**src/aled_pkg.sv**
```systemverilog
`default_nettype none
// ----------------------------------------------------------------------------
// aled_pkg
// Shared types, constants and helper functions for the addressable LED
// chain driver.
// ----------------------------------------------------------------------------
package aled_pkg;

    localparam int PIXELS = 64;
    localparam int PIX_W  = (PIXELS > 1) ? $clog2(PIXELS) : 1;

    localparam int PIXEL_W  = 24;
    localparam int BIT_W    = 5;
    localparam logic [BIT_W-1:0] LAST_BIT = BIT_W'(PIXEL_W - 1);
    localparam logic [PIX_W-1:0] LAST_PIXEL = PIX_W'(PIXELS - 1);

    localparam int IDLE_W = 16;
    localparam logic [IDLE_W-1:0] IDLE_SAT = '1;

    // Configuration port
    localparam int CFG_INDEX_W = 3;
    localparam int CFG_DATA_W  = 16;

    localparam logic [CFG_INDEX_W-1:0] REG_BRIGHTNESS      = 3'd0;
    localparam logic [CFG_INDEX_W-1:0] REG_ONE_HIGH_TICKS  = 3'd1;
    localparam logic [CFG_INDEX_W-1:0] REG_ONE_LOW_TICKS   = 3'd2;
    localparam logic [CFG_INDEX_W-1:0] REG_ZERO_HIGH_TICKS = 3'd3;
    localparam logic [CFG_INDEX_W-1:0] REG_ZERO_LOW_TICKS  = 3'd4;
    localparam logic [CFG_INDEX_W-1:0] REG_GAP_TICKS       = 3'd5;

    localparam logic [7:0]  RST_BRIGHTNESS      = 8'd255;
    localparam logic [7:0]  RST_ONE_HIGH_TICKS  = 8'd8;
    localparam logic [7:0]  RST_ONE_LOW_TICKS   = 8'd4;
    localparam logic [7:0]  RST_ZERO_HIGH_TICKS = 8'd4;
    localparam logic [7:0]  RST_ZERO_LOW_TICKS  = 8'd8;
    localparam logic [15:0] RST_GAP_TICKS       = 16'd500;

    typedef enum logic [1:0] {
        ACT_TICK  = 2'd0,
        ACT_WRITE = 2'd1,
        ACT_CLEAR = 2'd2
    } action_t;

    typedef enum logic {
        ST_IDLE = 1'b0,
        ST_SEND = 1'b1
    } state_t;

    typedef struct packed {
        logic [1:0] action;
        logic [7:0] pixel_index;
        logic [7:0] red_level;
        logic [7:0] green_level;
        logic [7:0] blue_level;
    } in_t;

    typedef struct packed {
        logic data_pin;
        logic frame_busy;
    } out_t;

    typedef struct packed {
        logic [7:0]  brightness;
        logic [7:0]  one_high_ticks;
        logic [7:0]  one_low_ticks;
        logic [7:0]  zero_high_ticks;
        logic [7:0]  zero_low_ticks;
        logic [15:0] gap_ticks;
    } cfg_t;

    typedef struct packed {
        logic               wr_en;
        logic               clr;
        logic [PIX_W-1:0]   addr;
        logic [PIXEL_W-1:0] data;
    } store_wr_t;

    // Tick count of one phase; a programmed zero counts as one tick.
    function automatic logic [7:0] phase_len(input cfg_t cfg, input logic one,
                                             input logic high);
        logic [7:0] raw;
        if (high)
            raw = one ? cfg.one_high_ticks : cfg.zero_high_ticks;
        else
            raw = one ? cfg.one_low_ticks : cfg.zero_low_ticks;
        return (raw == 8'd0) ? 8'd1 : raw;
    endfunction

    // Scale each color of a G,R,B word by brightness, (c*b)>>8.
    function automatic logic [PIXEL_W-1:0] scale_pixel(input logic [PIXEL_W-1:0] p,
                                                       input logic [7:0] b);
        logic [15:0] g_prod;
        logic [15:0] r_prod;
        logic [15:0] b_prod;
        g_prod = 16'(p[23:16]) * 16'(b);
        r_prod = 16'(p[15:8]) * 16'(b);
        b_prod = 16'(p[7:0]) * 16'(b);
        return {g_prod[15:8], r_prod[15:8], b_prod[15:8]};
    endfunction

endpackage
`default_nettype wire

```
**src/aled_store.sv**
```systemverilog
`default_nettype none
// ----------------------------------------------------------------------------
// aled_store
// Pixel memory with per-entry valid bits and a registered prefetch port
// that forwards the write or clear of the same cycle.
// ----------------------------------------------------------------------------
module aled_store (
    input  wire logic                        clk,
    input  wire logic                        rst_n,
    input  wire aled_pkg::store_wr_t         wr,
    input  wire logic [aled_pkg::PIX_W-1:0]  rd_addr,
    output logic [aled_pkg::PIXEL_W-1:0]     pixel
);
    import aled_pkg::*;

    logic [PIXEL_W-1:0] pixel_mem [PIXELS];
    logic [PIXEL_W-1:0] rd_data_reg;
    logic [PIXELS-1:0]  valid_reg;
    logic [PIXELS-1:0]  valid_next;
    logic               fwd_sel_reg;
    logic               fwd_sel_next;
    logic [PIXEL_W-1:0] fwd_data_reg;
    logic [PIXEL_W-1:0] fwd_data_next;

    always_ff @(posedge clk) begin
        if (wr.wr_en)
            pixel_mem[wr.addr] <= wr.data;
        rd_data_reg <= pixel_mem[rd_addr];
    end

    // Drop all valid bits on clear; set one on write.
    always_comb begin
        valid_next = valid_reg;
        if (wr.clr)
            valid_next = '0;
        else if (wr.wr_en)
            valid_next[wr.addr] = 1'b1;
    end

    // Bypass the memory when the entry is being written, cleared or never set.
    always_comb begin
        fwd_sel_next  = 1'b0;
        fwd_data_next = '0;
        if (wr.wr_en && (wr.addr == rd_addr)) begin
            fwd_sel_next  = 1'b1;
            fwd_data_next = wr.data;
        end else if (wr.clr || !valid_reg[rd_addr]) begin
            fwd_sel_next  = 1'b1;
        end
    end

    always_ff @(posedge clk or negedge rst_n) begin
        if (!rst_n) begin
            valid_reg    <= '0;
            fwd_sel_reg  <= 1'b1;
            fwd_data_reg <= '0;
        end else begin
            valid_reg    <= valid_next;
            fwd_sel_reg  <= fwd_sel_next;
            fwd_data_reg <= fwd_data_next;
        end
    end

    assign pixel = fwd_sel_reg ? fwd_data_reg : rd_data_reg;

endmodule
`default_nettype wire

```
**src/aled_engine.sv**
```systemverilog
`default_nettype none
// ----------------------------------------------------------------------------
// aled_engine
// Frame sequencer and bit timing: refresh request, gap counter, pixel and
// bit counters, phase timer and shifter. One item per enabled cycle.
// ----------------------------------------------------------------------------
module aled_engine (
    input  wire logic                         clk,
    input  wire logic                         rst_n,
    input  wire logic                         proc_en,
    input  wire aled_pkg::in_t                item,
    input  wire aled_pkg::cfg_t               cfg,
    input  wire logic [aled_pkg::PIXEL_W-1:0] pixel,
    output aled_pkg::store_wr_t               wr,
    output logic [aled_pkg::PIX_W-1:0]        fetch_addr,
    output aled_pkg::out_t                    result
);
    import aled_pkg::*;

    state_t             state_reg, state_next;
    logic               pending_reg, pending_next;
    logic [PIX_W-1:0]   pc_reg, pc_next;
    logic [BIT_W-1:0]   bitcnt_reg, bitcnt_next;
    logic               high_reg, high_next;
    logic [7:0]         pt_reg, pt_next;
    logic [IDLE_W-1:0]  idle_reg, idle_next;
    logic [PIXEL_W-1:0] shift_reg, shift_next;
    logic               drive_reg, drive_next;

    logic               idx_ok;
    logic               is_tick;
    logic               start;
    logic               running;
    logic [PIXEL_W-1:0] loaded;
    logic               cur_high;
    logic [7:0]         cur_pt;
    logic [PIXEL_W-1:0] cur_shift;
    logic [BIT_W-1:0]   cur_bitcnt;
    logic [PIX_W-1:0]   cur_pc;
    logic [7:0]         pt_dec;
    logic               phase_done;
    logic               last;
    logic               frame_end;

    assign idx_ok = (32'(item.pixel_index) < 32'(PIXELS));

    assign wr.wr_en = proc_en && (item.action == ACT_WRITE) && idx_ok;
    assign wr.clr   = proc_en && (item.action == ACT_CLEAR);
    assign wr.addr  = PIX_W'(item.pixel_index);
    assign wr.data  = {item.green_level, item.red_level, item.blue_level};

    // Tick decode: a starting frame loads pixel zero into the same tick.
    always_comb begin
        is_tick    = proc_en && (item.action == ACT_TICK);
        start      = is_tick && (state_reg == ST_IDLE) && pending_reg
                     && (idle_reg >= cfg.gap_ticks);
        running    = is_tick && ((state_reg == ST_SEND) || start);
        loaded     = scale_pixel(pixel, cfg.brightness);
        cur_high   = start ? 1'b1 : high_reg;
        cur_pt     = start ? phase_len(cfg, loaded[PIXEL_W-1], 1'b1) : pt_reg;
        cur_shift  = start ? loaded : shift_reg;
        cur_bitcnt = start ? LAST_BIT : bitcnt_reg;
        cur_pc     = start ? '0 : pc_reg;
        pt_dec     = cur_pt - 8'd1;
        phase_done = (pt_dec == 8'd0);
        last       = phase_done && !cur_high && (cur_bitcnt == '0)
                     && (cur_pc == LAST_PIXEL);
        frame_end  = running && last;
    end

    // Next state
    always_comb begin
        state_next = state_reg;
        case (state_reg)
            ST_IDLE: if (start) state_next = ST_SEND;
            ST_SEND: if (frame_end) state_next = ST_IDLE;
            default: state_next = ST_IDLE;
        endcase
    end

    // Datapath and outputs
    always_comb begin
        pending_next = pending_reg;
        pc_next      = pc_reg;
        bitcnt_next  = bitcnt_reg;
        high_next    = high_reg;
        pt_next      = pt_reg;
        idle_next    = idle_reg;
        shift_next   = shift_reg;
        drive_next   = drive_reg;
        if (proc_en) begin
            case (item.action)
                ACT_WRITE: begin
                    if (idx_ok)
                        pending_next = 1'b1;
                end
                ACT_CLEAR: begin
                    pending_next = 1'b1;
                end
                ACT_TICK: begin
                    if (!running) begin
                        if (idle_reg != IDLE_SAT)
                            idle_next = idle_reg + IDLE_W'(1);
                        drive_next = 1'b0;
                    end else begin
                        if (start)
                            pending_next = 1'b0;
                        drive_next  = cur_high;
                        shift_next  = cur_shift;
                        bitcnt_next = cur_bitcnt;
                        pc_next     = cur_pc;
                        high_next   = cur_high;
                        pt_next     = pt_dec;
                        if (phase_done) begin
                            if (cur_high) begin
                                high_next = 1'b0;
                                pt_next   = phase_len(cfg, cur_shift[PIXEL_W-1], 1'b0);
                            end else if (cur_bitcnt != '0) begin
                                bitcnt_next = cur_bitcnt - BIT_W'(1);
                                shift_next  = {cur_shift[PIXEL_W-2:0], 1'b0};
                                high_next   = 1'b1;
                                pt_next     = phase_len(cfg, cur_shift[PIXEL_W-2], 1'b1);
                            end else if (last) begin
                                pc_next     = '0;
                                bitcnt_next = '0;
                                pt_next     = 8'd0;
                                high_next   = 1'b0;
                                idle_next   = '0;
                            end else begin
                                pc_next     = cur_pc + PIX_W'(1);
                                shift_next  = loaded;
                                bitcnt_next = LAST_BIT;
                                high_next   = 1'b1;
                                pt_next     = phase_len(cfg, loaded[PIXEL_W-1], 1'b1);
                            end
                        end
                    end
                end
                default: ;
            endcase
        end
    end

    // Prefetch the pixel the next load will need.
    assign fetch_addr = (state_next == ST_SEND) ? (pc_next + PIX_W'(1)) : '0;

    assign result.data_pin   = drive_next;
    assign result.frame_busy = (state_next == ST_SEND) || pending_next;

    always_ff @(posedge clk or negedge rst_n) begin
        if (!rst_n) begin
            state_reg   <= ST_IDLE;
            pending_reg <= 1'b0;
            pc_reg      <= '0;
            bitcnt_reg  <= '0;
            high_reg    <= 1'b0;
            pt_reg      <= 8'd0;
            idle_reg    <= IDLE_SAT;
            shift_reg   <= '0;
            drive_reg   <= 1'b0;
        end else begin
            state_reg   <= state_next;
            pending_reg <= pending_next;
            pc_reg      <= pc_next;
            bitcnt_reg  <= bitcnt_next;
            high_reg    <= high_next;
            pt_reg      <= pt_next;
            idle_reg    <= idle_next;
            shift_reg   <= shift_next;
            drive_reg   <= drive_next;
        end
    end

`ifndef SYNTHESIS
    a_idle_clean: assert property (@(posedge clk) disable iff (!rst_n)
        (state_reg == ST_IDLE) |-> ((bitcnt_reg == '0) && (pt_reg == 8'd0) && !high_reg))
        else $error("idle with live bit timing state");

    a_phase_live: assert property (@(posedge clk) disable iff (!rst_n)
        (state_reg == ST_SEND) |-> (pt_reg != 8'd0))
        else $error("sending with empty phase timer");

    a_pin_low_idle: assert property (@(posedge clk) disable iff (!rst_n)
        drive_reg |-> (state_reg == ST_SEND))
        else $error("data pin high outside a frame");
`endif

endmodule
`default_nettype wire

```
**src/addressable_led_chain_driver.sv**
```systemverilog
`default_nettype none
// ----------------------------------------------------------------------------
// addressable_led_chain_driver
// Single-wire RGB LED chain driver: stores a frame of pixels and sends it
// with programmable bit timing after a refresh request and idle gap.
// ----------------------------------------------------------------------------
// Flow: an accepted beat sits in the input register, and its sequencer step
//   lands in the output register once the output stage is free or draining,
//   where the result beat waits until out_ready takes it.
// Throughput: one beat per cycle while the output drains; the pixel memory
//   read is prefetched with forwarding, so every beat is one sequencer step.
// Reset: asynchronous, active low; clears all control state and every pixel
//   valid bit, so the frame store reads as zero right away.
// ----------------------------------------------------------------------------
module addressable_led_chain_driver (
    input  wire logic                              clk,
    input  wire logic                              rst_n,
    input  wire logic                              in_valid,
    output logic                                   in_ready,
    input  wire aled_pkg::in_t                     in_data,
    output logic                                   out_valid,
    input  wire logic                              out_ready,
    output aled_pkg::out_t                         out_data,
    input  wire logic                              cfg_wr_en,
    input  wire logic [aled_pkg::CFG_INDEX_W-1:0]  cfg_index,
    input  wire logic [aled_pkg::CFG_DATA_W-1:0]   cfg_data
);
    import aled_pkg::*;

    // Input stage: one beat waiting for the sequencer.
    in_t    in_reg;
    logic   in_valid_reg, in_valid_next;
    // Output stage: one finished result beat.
    out_t   out_reg;
    logic   out_valid_reg, out_valid_next;
    // Configuration registers.
    cfg_t   cfg_reg, cfg_next;

    logic                advance;
    logic                proc_en;
    logic                in_fire;
    store_wr_t           wr;
    logic [PIX_W-1:0]    fetch_addr;
    logic [PIXEL_W-1:0]  pixel;
    out_t                result;

    // The sequencer steps whenever the output stage is free or draining.
    assign advance  = !out_valid_reg || out_ready;
    assign proc_en  = in_valid_reg && advance;
    assign in_ready = !in_valid_reg || advance;
    assign in_fire  = in_valid && in_ready;

    always_comb begin
        in_valid_next = in_valid_reg;
        if (in_fire)
            in_valid_next = 1'b1;
        else if (proc_en)
            in_valid_next = 1'b0;
    end

    always_comb begin
        out_valid_next = out_valid_reg;
        if (proc_en)
            out_valid_next = 1'b1;
        else if (out_ready)
            out_valid_next = 1'b0;
    end

    // Register writes; indexes beyond the list are dropped.
    always_comb begin
        cfg_next = cfg_reg;
        if (cfg_wr_en) begin
            case (cfg_index)
                REG_BRIGHTNESS:      cfg_next.brightness      = cfg_data[7:0];
                REG_ONE_HIGH_TICKS:  cfg_next.one_high_ticks  = cfg_data[7:0];
                REG_ONE_LOW_TICKS:   cfg_next.one_low_ticks   = cfg_data[7:0];
                REG_ZERO_HIGH_TICKS: cfg_next.zero_high_ticks = cfg_data[7:0];
                REG_ZERO_LOW_TICKS:  cfg_next.zero_low_ticks  = cfg_data[7:0];
                REG_GAP_TICKS:       cfg_next.gap_ticks       = cfg_data;
                default: ;
            endcase
        end
    end

    always_ff @(posedge clk or negedge rst_n) begin
        if (!rst_n) begin
            in_valid_reg            <= 1'b0;
            out_valid_reg           <= 1'b0;
            cfg_reg.brightness      <= RST_BRIGHTNESS;
            cfg_reg.one_high_ticks  <= RST_ONE_HIGH_TICKS;
            cfg_reg.one_low_ticks   <= RST_ONE_LOW_TICKS;
            cfg_reg.zero_high_ticks <= RST_ZERO_HIGH_TICKS;
            cfg_reg.zero_low_ticks  <= RST_ZERO_LOW_TICKS;
            cfg_reg.gap_ticks       <= RST_GAP_TICKS;
        end else begin
            in_valid_reg  <= in_valid_next;
            out_valid_reg <= out_valid_next;
            cfg_reg       <= cfg_next;
        end
    end

    // Payload registers: load on accept, hold otherwise.
    always_ff @(posedge clk) begin
        if (in_fire)
            in_reg <= in_data;
        if (proc_en)
            out_reg <= result;
    end

    // Frame store: written by pixel beats, read ahead for the next load.
    aled_store u_store (
        .clk     (clk),
        .rst_n   (rst_n),
        .wr      (wr),
        .rd_addr (fetch_addr),
        .pixel   (pixel)
    );

    // Sequencer: refresh, gap, pixel/bit counters and phase timing.
    aled_engine u_engine (
        .clk        (clk),
        .rst_n      (rst_n),
        .proc_en    (proc_en),
        .item       (in_reg),
        .cfg        (cfg_reg),
        .pixel      (pixel),
        .wr         (wr),
        .fetch_addr (fetch_addr),
        .result     (result)
    );

    assign out_valid = out_valid_reg;
    assign out_data  = out_reg;

endmodule
`default_nettype wire
```
**config.mk**
```make
export PLATFORM = sky130hd
export DESIGN_NAME = addressable_led_chain_driver
export DESIGN_NICKNAME = d
export VERILOG_FILES = /design/src/aled_pkg.sv /design/src/aled_store.sv /design/src/aled_engine.sv /design/src/addressable_led_chain_driver.sv
export SDC_FILE = /design/constraint.sdc
export NUM_CORES = 2
export LEC_CHECK = 0
export ABC_AREA = 1
export BUFFER_PORTS_ARGS = -buffer_cell sky130_fd_sc_hd__buf_4
export CAP_MARGIN = 20
export CELL_PAD_IN_SITES_DETAIL_PLACEMENT = 0
export CELL_PAD_IN_SITES_GLOBAL_PLACEMENT = 1
export CORE_AREA = 8 8 522 524
export DETAILED_ROUTE_END_ITERATION = 8
export DIE_AREA = 0 0 530 532
export HOLD_SLACK_MARGIN = 0.1
export PLACE_DENSITY = 0.58
export SYNTH_ARGS = -nofsm -noshare
export SYNTH_HDL_FRONTEND = slang
export SYNTH_SLANG_ARGS = --single-unit
```
**constraint.sdc**
```tcl
create_clock -name clk -period 15.7 [get_ports clk]
set_input_delay 3.14 -clock clk [delete_from_list [all_inputs] [get_ports clk]]
set_output_delay 3.14 -clock clk [all_outputs]
set_load 0.1 [all_outputs]
```
==> parameters.txt <==
Parameter                              Value

Synth
  Synthesized flop and latch total ... 1806
  Multiplexer fraction of the synthesized cell area ... 0.00154
  Average cell area after synthesis ... 10.7 µm²
  Main combinational cell family by area after synthesis ... simple AND/OR/NAND/NOR gates
  Sequential fraction of the synthesis area ... 0.651
  Post-synthesis async set-or-reset flop share ... 0.116
  Synthesized Nets ... 7903
  Number of synthesis warnings ... 0
  Post-Synth XOR/XNOR Area ... 0.00301
  Post-synthesis cell type count ... 56
  Area fraction in and, or, nand and nor cells after synthesis ... 0.174
  Leading register cell type out of synthesis ... edfxtp_1
  Area fraction in compound gates after synthesis ... 0.0699
  Number of instances in the synthesized netlist ... 7619
  Post-synthesis instance area ... 0.0814 mm²
  Number of enable-type register cells in the synthesized netlist ... 1572
  Share of synthesized cell area in full adder, half adder and majority cells ... 0.0444

Run status
  Outcome ... complete, no violations

Critical path
  Family with the most delay on the worst path ... simple AND/OR/NAND/NOR gates
  Startpoint of the most critical setup path ... u_store.fwd_sel_reg
  Worst Setup Start Kind ... flip-flop
  CP Capture Type ... flip-flop
  Startpoint-to-endpoint class of the critical path ... reg2reg
  Largest stage delay on the critical path ... 1060 ps
  Cell count of the worst reg-to-reg path ... 46
  Cell with the largest stage delay on the worst path ... inv_4
  Buf/Inv on CP ... 8
  Register-to-register path setup slack ... 3980 ps
  Largest driver fanout on the critical path ... 54
  CP dominant cell by count ... nand2_1
  Reg2Reg Launch Point ... u_store.fwd_sel_reg
  Critical register-to-register path endpoint ... u_store.fwd_sel_reg
  Req. time, crit path ... 16470 ps
  Arrival time at the worst endpoint ... 12490 ps

Placed design
  Dpl hpwl ... 151 mm
  DP Area ... 0.0858 mm²
  Buffers on Ports ... 61
  Final RePlAce weighted congestion ... 0.827

Drt
  WL/cell ... 23.4 µm
  Via density per instance ... 4.92
  DR iter-0 viols ... 5520
  Drt total wl ... 265 mm
  Drt pass-1 iters ... 7
  DR vias ... 55.6k
  Remaining routing DRC violations ... 0
  Post-detailed-route count of antenna-violating nets ... 0

CTS
  Number of buffers created by CTS ... 200
  Number of setup buffers added after CTS ... 0
  Post-CTS clock slew at the launch and capture registers of the worst setup and hold paths ... 60 ps
  Clock tree from TritonCTS ... built
  Number of cells upsized or downsized after cts ... 0
  Root Driver ... clkbuf_16
  Hold buffer count at cts ... 0
  Later-pin clock latency in the skew report ... 860 ps
  Maximum root-to-sink buffer count ... 3
  H-tree depth ... 4
  Clk sinks ... 1806

STA
  F_max ... 85.3 MHz
  Fin crit period ... 11720 ps
  Setup clock skew after layout ... 83.1 ps
  Slew Limit Headroom ... 0.229
  Number of pins with negative max-slew slack in the final report ... 0
  Final critical-path share of the clock period ... 0.747
  Hold Fails Final Rpt ... 0
  Slew at the pin with the worst max-slew slack ... 1140 ps
  RSZ-0062 raised after global routing ... no
  Setup TNS Final ... 0 ps
  Final setup violation count ... 0

Power and ir drop
  Leakage component of the power ... 36.6 nW
  Worst VDD drop ... 0.132 mV
  PwrDens ... 137 mW/mm²

Floorplan
  Standard-cell row count ... 189
  Height of the die ... 532 µm
  Total Die Area ... 0.282 mm²
  Overall die width ... 530 µm
  Placeable core region ... 0.264 mm²
  Top Ports ... 62
  Starting utilization of the core area ... 0.308

Final layout
  Most common cell after layout, fill and taps aside ... nand2_1
  Commonest cells after routing, fill and taps aside ... 2061 x nand2_1, 1572 x edfxtp_1, 863 x nand3_1
  Filler cell count ... 26.3k
  Largest register FFs ... 1536
  Nets ... 7886
  Share of cells above drive strength 1 ... 0.0891
  Area delta synth->final ... 13.4%
  Design area ... 0.0923 mm²

Worst hold path
  Hold worst-path end ... u_engine.pt_reg[0]
  Origin of the worst min-delay path ... u_engine.pt_reg[0]
  Hold Path Stages ... 2
  Worst hold-check path type ... reg2reg

Global route
  GR Overflow Total ... 0
  Via count of the first global-routing pass ... 53.6k
  Global-route total usage across every layer ... 0.182
  Pin count of the biggest net entering global routing ... 221
  Number of antenna violations at the first check in global routing ... 12
  Global-route wire length before repair ... 383 mm

Flow run
  Total of max-cap violations ... 0
[area by class of cell]
cell class	instances	area (µm²)	area share
sequential	1806	53000	0.574
multi-input combinational	4692	24200	0.262
clock buffer	280	5460	0.0591
tap	3533	4420	0.0479
inverter	712	2690	0.0291
timing repair buffer	190	1600	0.0173
clock inverter	89	948	0.0103
antenna	6	15.0	0.000163
[routing by layer]
| metal | up-vias | track usage | wire, µm |
|---|---|---|---|
| met5 | - | 0 | 22 |
| met3 | 345 | 0.0239 | 14300 |
| met2 | 1556 | 0.290 | 122000 |
| met4 | 4 | 0.0601 | 9000 |
| li1 | 25813 | - | - |
| met1 | 27911 | 0.257 | 119000 |
[Yosys cell counts, drive strengths merged (105+ instances only)]
| cell type | number | area (µm²) |
|---|---|---|
| nand2 | 2077 | 7850 |
| edfxtp | 1572 | 47200 |
| nand3 | 871 | 4380 |
| inv | 706 | 2650 |
| o21ai | 480 | 2410 |
| nor2 | 397 | 1540 |
| a21oi | 372 | 1870 |
| buf | 276 | 1390 |
| dfrtp | 175 | 4380 |
| clkbuf | 133 | 504 |
| ha | 121 | 1510 |
| fa | 105 | 2100 |
[report_power, final]
| part | total, mW | switching, mW | internal [mW] |
|---|---|---|---|
| Clock | 4.60 | 1.99 | 2.62 |
| Sequential | 5.54 | 0.167 | 5.37 |
| Combinational | 2.50 | 1.77 | 0.733 |
[worst min-delay path: cells and delay by family, from the launching register on]
kind | cells | cell delay (ps)
flip-flops | 1 | 340
AND/OR/NAND/NOR | 2 | 100
[through the flow]
step                power, mW  setup slack [ps]  instances  hold slack [ps]  utilization
floorplan                7.13              7900       7619              441            -
global placement         8.15              3920      10927              464        0.325
detailed placement       8.15              3900      10930              468        0.325
CTS                      12.8              3880      11299              482        0.349
global route             13.2              3170      11302              487        0.350
finish                   12.6              3980      11308              482        0.350
[logic make-up after synthesis]
logic type,Yosys count
DFF,1806
AOI/OAI and AO/OA,1016
xor gates and xnor gates,28
muxes,12
adders and majority gates,226
buffers and inverters,1121
and+or+nand+nor,3410
[worst max-delay path by stage]
stage          slack, ps                       to  depth (start not counted)
6_report            3980      u_store.fwd_sel_reg                         46
5_1_grt             3170   u_store.rd_data_reg[2]                         46
4_1_cts             3880      u_store.fwd_sel_reg                         46
3_5_place_dp        3900   u_store.rd_data_reg[8]                         46
3_3_place_gp        3920   u_store.rd_data_reg[8]                         46
2_1_floorplan       7900  u_store.rd_data_reg[21]                         45
No activity file was read; power rests on OpenSTA's default activity.
